--- config.mk ---
export PLATFORM = sky130hd
export DESIGN_NAME = c3rb_queue
export DESIGN_NICKNAME = d
export VERILOG_FILES = /design/src/design/c3rb_pkg.sv /design/src/design/c3rb_queue.sv
export SDC_FILE = /design/constraint.sdc
export NUM_CORES = 1
export LEC_CHECK = 0
export BUFFER_PORTS_ARGS = -buffer_cell sky130_fd_sc_hd__buf_2
export CELL_PAD_IN_SITES_DETAIL_PLACEMENT = 1
export CELL_PAD_IN_SITES_GLOBAL_PLACEMENT = 2
export CORE_UTILIZATION = 41
export DETAILED_ROUTE_END_ITERATION = 7
export PLACE_DENSITY = 0.81
export SLEW_MARGIN = 20
export SYNTH_ARGS = -nofsm -noshare
export SYNTH_HDL_FRONTEND = slang
export SYNTH_SLANG_ARGS = --single-unit
--- constraint.sdc ---
create_clock -name clk -period 2.5 [get_ports clk]
set_input_delay 0.5 -clock clk [delete_from_list [all_inputs] [get_ports clk]]
set_output_delay 0.5 -clock clk [all_outputs]
set_load 0.01 [all_outputs]
--- src/design/c3rb_pkg.sv ---
package c3rb_pkg;

    localparam int MAX_WIDTH_DEF = 1024;

    localparam logic [2:0] REG_WIDTH  = 3'd0;
    localparam logic [2:0] REG_HEIGHT = 3'd1;
    localparam logic [2:0] REG_KTOP   = 3'd2;
    localparam logic [2:0] REG_KMID   = 3'd3;
    localparam logic [2:0] REG_KBOT   = 3'd4;
    localparam logic [2:0] REG_RECIP  = 3'd5;

    typedef struct packed {
        logic [7:0] in_red;
        logic [7:0] in_green;
        logic [7:0] in_blue;
    } pix_in_t;

    typedef struct packed {
        logic [15:0] out_row;
        logic [9:0]  out_col;
        logic [7:0]  out_red;
        logic [7:0]  out_green;
        logic [7:0]  out_blue;
        logic        run_last;
    } pix_out_t;

    typedef struct packed {
        logic [15:0] row;
        logic [12:0] col;
        logic [15:0] h;
        logic [13:0] w;
        logic        last;
    } job_t;

    typedef enum logic [2:0] {
        BK_IDLE,
        BK_READ,
        BK_MUL,
        BK_SUM,
        BK_FIN,
        BK_OUT
    } bk_state_t;

    function automatic logic [7:0] finish(input logic signed [27:0] acc,
                                          input logic [23:0] rcp);
        logic signed [52:0] p;
        logic [52:0] v;
        begin
            p = acc * $signed({1'b0, rcp});
            v = 53'(p) + 53'(1 << 23);
            if (p <= 0)
                finish = 8'd0;
            else if (v[52:24] > 29'd255)
                finish = 8'd255;
            else
                finish = v[31:24];
        end
    endfunction

    // base-4 digit sums keep the value modulo 3
    function automatic logic [1:0] mod3_16(input logic [15:0] x);
        logic [4:0] s;
        logic [2:0] t;
        logic [2:0] u;
        begin
            s = '0;
            for (int i = 0; i < 8; i++)
                s = s + 5'(x[2*i +: 2]);
            t = 3'(s[1:0]) + 3'(s[3:2]) + 3'(s[4]);
            u = 3'(t[1:0]) + 3'(t[2]);
            if (u == 3'd3)
                mod3_16 = 2'd0;
            else if (u == 3'd4)
                mod3_16 = 2'd1;
            else
                mod3_16 = u[1:0];
        end
    endfunction

    function automatic logic [1:0] tap_row(input logic [3:0] t);
        begin
            if (t < 4'd3)
                tap_row = 2'd0;
            else if (t < 4'd6)
                tap_row = 2'd1;
            else
                tap_row = 2'd2;
        end
    endfunction

    function automatic logic [1:0] tap_col(input logic [3:0] t);
        begin
            if (t < 4'd3)
                tap_col = t[1:0];
            else if (t < 4'd6)
                tap_col = 2'(t - 4'd3);
            else
                tap_col = 2'(t - 4'd6);
        end
    endfunction

endpackage

--- src/design/c3rb_queue.sv ---
module c3rb_queue
    import c3rb_pkg::*;
(
    input  logic clk,
    input  logic rst_n,
    input  logic push,
    input  job_t push_data,
    output logic space,
    input  logic pop,
    output logic nonempty,
    output job_t pop_data
);
    job_t mem [4];
    logic [1:0] wp_reg, rp_reg;
    logic [2:0] cnt_reg;

    assign space = cnt_reg != 3'd4;
    assign nonempty = cnt_reg != 3'd0;
    assign pop_data = mem[rp_reg];

    always_ff @(posedge clk)
    begin
        if (push)
            mem[wp_reg] <= push_data;
    end

    always_ff @(posedge clk or negedge rst_n)
    begin
        if (!rst_n)
        begin
            wp_reg <= '0;
            rp_reg <= '0;
            cnt_reg <= '0;
        end
        else
        begin
            if (push)
                wp_reg <= wp_reg + 2'd1;
            if (pop)
                rp_reg <= rp_reg + 2'd1;
            cnt_reg <= cnt_reg + 3'(push) - 3'(pop);
        end
    end
endmodule

==> flow_summary.json <==
{
  "slowest_stage": "mux4_2",
  "synth_area_in_simple_gates": 0.005077,
  "synth_edf_count": 240,
  "power-per-cell-area_nw_per_um2": 1212,
  "critPathRequiredTime_ns": 2.00,
  "period_share": 0.9825,
  "timing.critical_path.fanout_max": 8,
  "final_period_minus_worst_setup_slack_ns": 2.456,
  "die_area_um2": 22840,
  "root_buffer": "clkbuf_16",
  "worstPathCellList": "buf_12, clkbuf_16, mux4_2, buf_6",
  "gp_congestion": 0.6676,
  "wire_length_of_the_first_global_routing_pass_um": 25620,
  "avgViaCountPerCell": 5.105,
  "initialDrtViolationCount": 192,
  "count_of_state_elements_after_synthesis": 247,
  "die_x_um": 151.1,
  "routedLengthMet1_um": 7008,
  "worstRegToRegCells": 4,
  "clock-skew-final_ns": 0.007207,
  "setup.worst_path.start_class": "flop",
  "power_mw": 13.53,
  "yosys_warn_count": 0,
  "worst_slew_margin_rel": 0.7148,
  "flow.area_growth_from_synthesis_pct": 22.43,
  "irDropWorstVdd_uv": 638.6,
  "timing.critical_path.arrival_ns": 1.96,
  "initial_antenna_violation_count": 2,
  "clock-sinks": 247,
  "detail_route.wl_per_cell_um": 22.00,
  "async_reset_ff_frac": 0.02834,
  "clock_tree.buffer_depth": 3,
  "wl_met3_um": 1026,
  "critical_path.reg2reg.endpoint": "mem[2][17]",
  "placement_rows": 54,
  "post_synth_fa_ha_maj_area_fraction": 0.01043,
  "cts_tree": "done",
  "hold-worst-slack_ns": 0.1928,
  "rr_startpoint": "wp_reg[0]",
  "wirelength_um": 17780,
  "dpl.hpwl_um": 10430,
  "total_congestion_overflow": 0,
  "flip_flop_count_of_the_largest_register_all_copies_and_words_added": 240,
  "synth.most_common_cell": "edfxtp_1",
  "timing.max_cap.violations": 0,
  "drtAntennaViolNets": 0,
  "grt_start_max_net_pins": 62,
  "routed-via-count": 4125,
  "synthesis.instances": 349,
  "number_of_i_o_pins": 126,
  "class_of_the_tightest_hold_or_removal_check": "in -> reg",
  "worst_path_max_stage_delay_ns": 0.53,
  "synth.top_cell.area_share": 0.7903,
  "power.static_leakage_nw": 3.874,
  "synth_compound_area_frac": 0.0005488,
  "synth_sequential_area_ratio": 0.8095,
  "initial_utilization": 0.4178,
  "synthTopCellsByCount": "240 x edfxtp_1, 58 x mux4_2, 7 x dfrtp_1",
  "synthMuxAreaShare": 0.1490,
  "detailed_route_wirelength_on_metal2_um": 9508,
  "synth_cell_type_count": 18,
  "post-place-ws_ns": 0.5300,
  "cp-endpoint": "pop_data[8]",
  "rsz0062_at_grt": "true",
  "synthFlopType": "edfxtp_1",
  "final_nets": 580,
  "worstSkewPairLatency_ns": 0.52,
  "postSynthAreaPerCell_um2": 26.13,
  "layout_setup_ws_ns": 0.04363,
  "drc_violation_count_after_routing": 0,
  "main_area_contributors_after_synthesis": "edfxtp_1 79%, mux4_2 14%, dfrtp_1 1.9%",
  "timing_startpoint_of_the_critical_path": "rp_reg[0]",
  "finalSetupViolations": 0,
  "syn_nets": 420,
  "timing.reg2reg.setup_slack_ns": 0.79,
  "firstDrtPassIters": 4,
  "first_global_vias": 4502,
  "post_synth_xor_area_fraction": 0.004802,
  "clock_transition_at_the_registers_of_the_reported_paths_ns": 0.06,
  "outcome": "finished clean",
  "ratio_of_cells_with_drive_above_1_in_the_final_layout": 0.4735,
  "place.port_buffers": 125,
  "global_route_usage_over_all_layers": 0.1523,
  "worst_slew_pin_slew_ns": 0.4278,
  "finalHoldViolCount": 0,
  "finish.utilization": 0.5116,
  "topRoutingLayerUsed": "met5",
  "timing.setup.critical_path_class": "reg -> out",
  "drv_slew": 0,
  "cts_made_buffers": 25,
  "post-synth-top-area-cell": "edfxtp_1",
  "worst_setup_path_end_kind": "output port",
  "insertedDiodeCount": 0,
  "netlist_area_um2": 9119,
  "finalSetupTns_ns": 0,
  "achievable-frequency_mhz": 407.1,
  "htree_num_levels": 1,
  "die_height_um": 151.1,
  "fp.coreArea_um2": 21820,
  "synth_top_family_by_area": "multiplexers"
}
-- where the power goes --
group          switching [mW]  total [mW]  leakage [nW]  internal [mW]
logic                    2.09        4.16          1.19           2.08
registers               0.213        5.64          2.28           5.42
clock network            1.49        3.73         0.401           2.24
total                    3.79        13.5          3.87           9.74
-- per-stage QoR --
step | std cells | cell area, µm²
3_5_place_dp | 751 | 10110
6_report | 808 | 11160
3_3_place_gp | 751 | 10110
2_1_floorplan | 349 | 9119
5_1_grt | 808 | 11160
4_1_cts | 798 | 10960
-- worst min path at each step --
stage,start,to,slack (ns),depth (start not counted)
final,push_data[24],mem[3][24],0.19,1
after CTS,push_data[24],mem[3][24],0.16,1
after detailed placement,rst_n,rp_reg[0],0.35,1
after floorplan,rst_n,cnt_reg[0],0.20,0
after global routing,push_data[23],mem[3][23],0.17,1
after global placement,rst_n,rp_reg[0],0.35,1
-- worst max-delay path, delay by kind of cell, from the launching register on --
family	cells	cell delay, ns
DFF	1	0.46
muxes	1	0.53
buffers and inverters	3	0.44
-- routing by layer --
metal  vias to the layer above  global-route usage
met5                         -                   0
met4                         4             0.03550
met3                        26             0.03645
met2                       112              0.2748
met1                      2174              0.1838
li1                       1809                   -
-- cell type report --
type	count	area [µm²]
multi-input cells	82	1551
repair buffers	147	1021
inverters	6	22.52
clock inverters	20	202.7
clock buffers	26	629.4
fillers	1943	10660
flip-flops and latches	247	7387
well taps	280	350.3
-- layout by cell type, fill, tap and decap left out --
cell type,count
dfrtp_4,1
or3_1,1
bufinv_16,4
inv_1,6
xor2_1,2
nand2_1,3
buf_16,2
and2_4,4
clkbuf_1,1
buf_8,1
xnor2_1,3
clkinvlp_4,3
fa_1,1
buf_6,4
buf_4,6
buf_2,122
ha_1,6
edfxtp_1,240
dfrtp_1,5
clkbuf_16,29
clkinv_2,5
nor2_1,1
dlygate4sd3_1,1
mux4_2,60
dfrtp_2,1
buf_12,7
clkinv_1,7
o21ai_0,1
inv_6,1
-- cell families (layout without fill, tap and decap cells) --
group | after synthesis | in the layout
multiplexers | 60 | 60
AO/OA/AOI/OAI | 1 | 1
buffers and inverters | 20 | 199
adder cells (fa/ha/maj) | 7 | 7
flip-flops | 247 | 247
AND/OR/NAND/NOR | 9 | 9
XOR/XNOR | 5 | 5
-- repair_timing --
item / in CTS / in global routing
buffers inserted: 0 / 4
hold endpoints to repair: 7 / 0
hold buffers: 1 / 0
pin swaps: 0 / 0
cloned: 0 / 6
endpoints found under the setup margin: 9 / 56
gates resized for setup: 0 / 8
(Power assumes the default switching activity.)
