[src/design/c3rb_pkg.sv]
package c3rb_pkg;

    localparam int MAX_WIDTH_DEF = 1024;

    localparam logic [2:0] REG_WIDTH  = 3'd0;
    localparam logic [2:0] REG_HEIGHT = 3'd1;
    localparam logic [2:0] REG_KTOP   = 3'd2;
    localparam logic [2:0] REG_KMID   = 3'd3;
    localparam logic [2:0] REG_KBOT   = 3'd4;
    localparam logic [2:0] REG_RECIP  = 3'd5;

    typedef struct packed {
        logic [7:0] in_red;
        logic [7:0] in_green;
        logic [7:0] in_blue;
    } pix_in_t;

    typedef struct packed {
        logic [15:0] out_row;
        logic [9:0]  out_col;
        logic [7:0]  out_red;
        logic [7:0]  out_green;
        logic [7:0]  out_blue;
        logic        run_last;
    } pix_out_t;

    typedef struct packed {
        logic [15:0] row;
        logic [12:0] col;
        logic [15:0] h;
        logic [13:0] w;
        logic        last;
    } job_t;

    typedef enum logic [2:0] {
        BK_IDLE,
        BK_READ,
        BK_MUL,
        BK_SUM,
        BK_FIN,
        BK_OUT
    } bk_state_t;

    function automatic logic [7:0] finish(input logic signed [27:0] acc,
                                          input logic [23:0] rcp);
        logic signed [52:0] p;
        logic [52:0] v;
        begin
            p = acc * $signed({1'b0, rcp});
            v = 53'(p) + 53'(1 << 23);
            if (p <= 0)
                finish = 8'd0;
            else if (v[52:24] > 29'd255)
                finish = 8'd255;
            else
                finish = v[31:24];
        end
    endfunction

    // base-4 digit sums keep the value modulo 3
    function automatic logic [1:0] mod3_16(input logic [15:0] x);
        logic [4:0] s;
        logic [2:0] t;
        logic [2:0] u;
        begin
            s = '0;
            for (int i = 0; i < 8; i++)
                s = s + 5'(x[2*i +: 2]);
            t = 3'(s[1:0]) + 3'(s[3:2]) + 3'(s[4]);
            u = 3'(t[1:0]) + 3'(t[2]);
            if (u == 3'd3)
                mod3_16 = 2'd0;
            else if (u == 3'd4)
                mod3_16 = 2'd1;
            else
                mod3_16 = u[1:0];
        end
    endfunction

    function automatic logic [1:0] tap_row(input logic [3:0] t);
        begin
            if (t < 4'd3)
                tap_row = 2'd0;
            else if (t < 4'd6)
                tap_row = 2'd1;
            else
                tap_row = 2'd2;
        end
    endfunction

    function automatic logic [1:0] tap_col(input logic [3:0] t);
        begin
            if (t < 4'd3)
                tap_col = t[1:0];
            else if (t < 4'd6)
                tap_col = 2'(t - 4'd3);
            else
                tap_col = 2'(t - 4'd6);
        end
    endfunction

endpackage

[src/design/c3rb_front.sv]
module c3rb_front
    import c3rb_pkg::*;
#(
    parameter int MAX_WIDTH = MAX_WIDTH_DEF,
    parameter int CW = $clog2(MAX_WIDTH) + 1
)
(
    input  logic          clk,
    input  logic          rst_n,
    input  logic          in_valid,
    output logic          in_ready,
    input  pix_in_t       in_data,
    input  logic [10:0]   frame_width,
    input  logic [15:0]   frame_height,
    output logic          wr_en,
    output logic [1:0]    wr_bank,
    output logic [CW-2:0] wr_col,
    output logic [23:0]   wr_data,
    output logic          job_push,
    output job_t          job,
    input  logic          q_space,
    input  logic          store_busy
);
    logic [15:0] row_reg, row_next;
    logic [CW-1:0] col_reg, col_next;
    logic [1:0] bank_reg, bank_next;
    logic [2:0] sub_reg, sub_next;
    logic busy_reg, busy_next;
    logic [CW-1:0] w;
    logic [15:0] h, r;
    logic [CW-1:0] c;
    logic [1:0] rb;
    logic [2:0] n;
    logic [15:0] jr [4];
    logic [CW-1:0] jc [4];

    always_comb
    begin
        if (frame_width < 11'd2)
            w = CW'(2);
        else if ({3'd0, frame_width} > 14'(MAX_WIDTH))
            w = CW'(MAX_WIDTH);
        else
            w = CW'(frame_width);
        h = (frame_height < 16'd2) ? 16'd2 : frame_height;
        c = (col_reg > w - 1'b1) ? w - 1'b1 : col_reg;
        r = (row_reg > h - 1'b1) ? h - 1'b1 : row_reg;
        rb = (r == row_reg) ? bank_reg : mod3_16(r);
        n = 3'd0;
        for (int i = 0; i < 4; i++)
        begin
            jr[i] = '0;
            jc[i] = '0;
        end
        if (r >= 16'd1 && c >= CW'(1))
        begin
            jr[n[1:0]] = r - 1'b1;
            jc[n[1:0]] = c - 1'b1;
            n = n + 3'd1;
            if (c == w - 1'b1)
            begin
                jr[n[1:0]] = r - 1'b1;
                jc[n[1:0]] = w - 1'b1;
                n = n + 3'd1;
            end
        end
        if (r == h - 1'b1 && c >= CW'(1))
        begin
            jr[n[1:0]] = r;
            jc[n[1:0]] = c - 1'b1;
            n = n + 3'd1;
            if (c == w - 1'b1)
            begin
                jr[n[1:0]] = r;
                jc[n[1:0]] = w - 1'b1;
                n = n + 3'd1;
            end
        end
    end

    // hold new pixels while jobs are still being pushed or queued results still have taps to read
    assign in_ready = !busy_reg && !store_busy;
    assign wr_en = in_valid && in_ready;
    assign wr_bank = rb;
    assign wr_col = c[CW-2:0];
    assign wr_data = {in_data.in_blue, in_data.in_green, in_data.in_red};

    logic [2:0] tot_reg, tot_next;
    logic [15:0] jr_s [4];
    logic [CW-1:0] jc_s [4];
    logic [15:0] h_reg;
    logic [CW-1:0] w_reg;

    always_comb
    begin
        row_next = row_reg;
        col_next = col_reg;
        bank_next = bank_reg;
        busy_next = busy_reg;
        sub_next = sub_reg;
        tot_next = tot_reg;
        job_push = 1'b0;
        job.row = jr_s[sub_reg[1:0]];
        job.col = 13'(jc_s[sub_reg[1:0]]);
        job.h = h_reg;
        job.w = 14'(w_reg);
        job.last = (sub_reg + 3'd1 == tot_reg);
        if (busy_reg)
        begin
            if (q_space)
            begin
                job_push = 1'b1;
                sub_next = sub_reg + 3'd1;
                if (sub_reg + 3'd1 == tot_reg)
                    busy_next = 1'b0;
            end
        end
        else if (wr_en)
        begin
            if (c + 1'b1 >= w)
            begin
                col_next = '0;
                if (r + 16'd1 >= h)
                begin
                    row_next = '0;
                    bank_next = 2'd0;
                end
                else
                begin
                    row_next = r + 16'd1;
                    bank_next = (rb == 2'd2) ? 2'd0 : rb + 2'd1;
                end
            end
            else
            begin
                col_next = c + 1'b1;
                row_next = r;
                bank_next = rb;
            end
            if (n != 3'd0)
            begin
                busy_next = 1'b1;
                sub_next = 3'd0;
                tot_next = n;
            end
        end
    end

    always_ff @(posedge clk)
    begin
        if (wr_en && !busy_reg)
        begin
            for (int i = 0; i < 4; i++)
            begin
                jr_s[i] <= jr[i];
                jc_s[i] <= jc[i];
            end
            h_reg <= h;
            w_reg <= w;
        end
    end

    always_ff @(posedge clk or negedge rst_n)
    begin
        if (!rst_n)
        begin
            row_reg <= '0;
            col_reg <= '0;
            bank_reg <= '0;
            busy_reg <= 1'b0;
            sub_reg <= '0;
            tot_reg <= '0;
        end
        else
        begin
            row_reg <= row_next;
            col_reg <= col_next;
            bank_reg <= bank_next;
            busy_reg <= busy_next;
            sub_reg <= sub_next;
            tot_reg <= tot_next;
        end
    end
endmodule

[config.mk]
export PLATFORM = sky130hd
export DESIGN_NAME = c3rb_front
export DESIGN_NICKNAME = d
export VERILOG_FILES = /design/src/design/c3rb_pkg.sv /design/src/design/c3rb_front.sv
export SDC_FILE = /design/constraint.sdc
export NUM_CORES = 1
export LEC_CHECK = 0
export BUFFER_PORTS_ARGS = -buffer_cell sky130_fd_sc_hd__buf_2
export CAP_MARGIN = 20
export CORE_MARGIN = 10
export CORE_UTILIZATION = 35
export CTS_CLUSTER_DIAMETER = 30
export DETAILED_ROUTE_END_ITERATION = 10
export GPL_ROUTABILITY_DRIVEN = 1
export HOLD_SLACK_MARGIN = 0.12
export SYNTH_ARGS = -nofsm -noshare
export SYNTH_HDL_FRONTEND = slang
export SYNTH_SLANG_ARGS = --single-unit
[constraint.sdc]
create_clock -name clk -period 13 [get_ports clk]
set_input_delay 0.65 -clock clk [delete_from_list [all_inputs] [get_ports clk]]
set_output_delay 0.65 -clock clk [all_outputs]
set_load 0.05 [all_outputs]
==> run metrics <==
outcome=finished, final reports clean; CP max stage delay=~0.63 ns; Max-slew headroom=between 20% and 30%; Total GRT Usage=17.3%; Final Max Slew Viols=0; starting density of the core=about 36%; pin slew with the least headroom to its limit=~1.1 ns; number of synthesized flops with an enable pin=around 140; TritonCTS clock tree=yes; setup_tns=0 ns; H-tree Lvls=4; FF-to-FF setup slack=between 5 and 6 ns; clock sink count=171; Crit. End Element=output port; worst-path maximum fanout=36; vias=around 11000; first-pass GRT wire length=64000 µm; WL final=just over 40000 µm; delay-heaviest family, CP=adder cells; max cap viols=0; synthesized cell area=between 0.01 and 0.015 mm²; GRT Residual Overflow=0; count of hold-fix buffers inserted at cts=0; deepest clock path buffer count=2; Top Registers=jr_s (64), jc_s (44); min cycle time layout=11.43 ns; initial antenna violation count=0; #FFs+latches synth=between 150 and 200; max reg flops=64; predominant post-synthesis flop cell=edfxtp_1; vias in the first global route=10830; First DRT Iteration DRCs=1108; Root Buffer=clkbuf_16; crit path DAT=about 11 ns; Num CTS Buffers=17; largest net degree at the start of global routing=a little under 80; vias per cell=between 5 and 6; Synth-to-Final Area Change=9.57%; f_max=just under 90 MHz; clock-pin slew on the worst setup and hold paths=approximately 0.08 ns; kind of critical path=primary input to output port; Post-route DRC=0; synthesized area per cell=~9.4 µm²; Top reg by flops=jr_s; Multi-input gate area=around 0.0074 mm²; width of the die=~220 µm; die outline height=~220 µm; Async SR Flop Fraction=a little over a fifth; Critical Path RT=around 12 ns; Crit path top cell by count=fa_1; GPL Wtd Cong=0.926; # port buffers=between 100 and 150; clock skew=around 0.021 ns; Slowest cell on crit path=nor4_4; # diodes=0; Core ar.=around 0.038 mm²; Hold Crit Class=primary input to async pin; fin crit share=between 80 and 90%; TritonRoute pass-1 iters=6; WP buf/inv=8; post-DP HPWL=between 30000 and 40000 µm; Total Nets Final=~1600; RSZ-0062 raised after global routing=false; Routed WL per cell=about 21 µm; Setup violations, final=0; number of cell rows=71; Storage cell area=between 0.004 and 0.005 mm²; I/O Pins=between 150 and 200; Seq/Total Area, Yosys=a little under two fifths; Post-CTS Setup Bufs=0; Cell variety after synth=98; fillers=between 3000 and 4000; DRT antenna net count=0; share of cells above drive strength 1=between 10% and 20%; Hold Vio Cnt, Final=0; DIE AREA=~0.046 mm²; CTS resizes=0; Worst-Skew Late Latency=0.46 ns; Mapped Cells=1417; startpoint types=primary input; synthesis warning total=0
## synthesized netlist by cell type (11+ instances only)
cell      number  area share, %
nor2_1       146            4.1
a21oi_1       87            3.3
mux4_2        27            4.5
or3_1         14           0.65
inv_1        109            3.1
xnor2_1       52            3.4
edfxtp_1     135             30
xor2_1        11           0.72
ha_1          74            6.9
buf_4         35            2.0
nor3_1        28            1.0
nand4_1       23            1.1
a31oi_1       24            1.1
fa_1          12            1.8
nand2_1      113            3.2
dfrtp_1       36            6.7
o21ai_0       56            2.1
nor2b_1       18           0.84
mux2i_1       20            1.5
clkbuf_1      60            1.7
a21o_1        19            1.1
mux2_2        14            1.2
o22ai_1       21           0.98
o32ai_1       12           0.79
nand3_1       42            1.6
buf_2         15           0.56
## through the flow
step,utilization (%),instances,hold WS (ns),cell area (µm²),setup WS [ns]
6_report,38.9,1965,0.344,14700,1.57
5_1_grt,38.9,1965,0.400,14700,0.891
4_1_cts,38.9,1964,0.366,14600,1.67
3_5_place_dp,37.3,1932,0.499,14100,1.70
3_3_place_gp,37.3,1932,0.493,14100,1.92
2_1_floorplan,-,1421,0.354,13400,2.62
## cell usage in the layout, fill, tap and decap left out, types with 9 or more instances in the layout
cell type,count
nor2_1,146
edfxtp_1,135
nand2_1,113
inv_1,108
buf_2,101
a21oi_1,87
ha_1,74
o21ai_0,56
xnor2_1,52
nand3_1,42
dfrtp_1,35
nor3_1,28
mux4_2,27
a31oi_1,24
nand4_1,23
o22ai_1,21
mux2i_1,20
a21o_1,19
nor2b_1,18
buf_4,18
clkbuf_16,17
or3_1,14
mux2_2,14
o32ai_1,12
fa_1,12
xor2_1,11
a211oi_1,10
o21ai_1,10
nor4_1,10
nand2b_1,10
or4_1,9
and3_1,9
## cell type report
cell class	instances	share of cell area, %
clock inverters	12	0.913
repair buffers	121	4.64
inverters	113	2.91
multi-input cells	1017	50.3
clock buffers	20	3.05
flip-flops and latches	171	33.8
well taps	511	4.36
## layer usage
| metal | up-vias | global-route usage (%) | wire (µm) |
|---|---|---|---|
| li1 | 5180 | - | - |
| met1 | 5350 | 24.0 | 18800 |
| met2 | 422 | 26.8 | 18400 |
| met3 | 58 | 2.81 | 2550 |
| met4 | 0 | 6.05 | 830 |
| met5 | - | 0 | 0 |
## cell families after synthesis
logic type                 synth area share (%)
and+or+nand+nor                            17.7
AOI/OAI and AO/OA                          17.0
buffers and inverters                      7.94
DFF                                        37.0
adders and majority gates                  8.71
xor gates and xnor gates                   4.46
muxes                                      7.22
other                                    0.0280
## final timing paths
check                            startpoint     endpoint  cells after the start
setup / recovery            frame_height[4]   wr_bank[1]                     33
min in group clk           frame_height[10]    h_reg[10]                      1
max in group asynchronous             rst_n   sub_reg[0]                      1
hold / removal                        rst_n   col_reg[1]                      1
hold reg to reg                  tot_reg[0]   tot_reg[0]                      1
setup reg to reg                 row_reg[6]  bank_reg[0]                     27
Power is left out: the tool's default activity adds up to more than one toggle a clock period on the data nets, which glitch-free logic cannot reach.
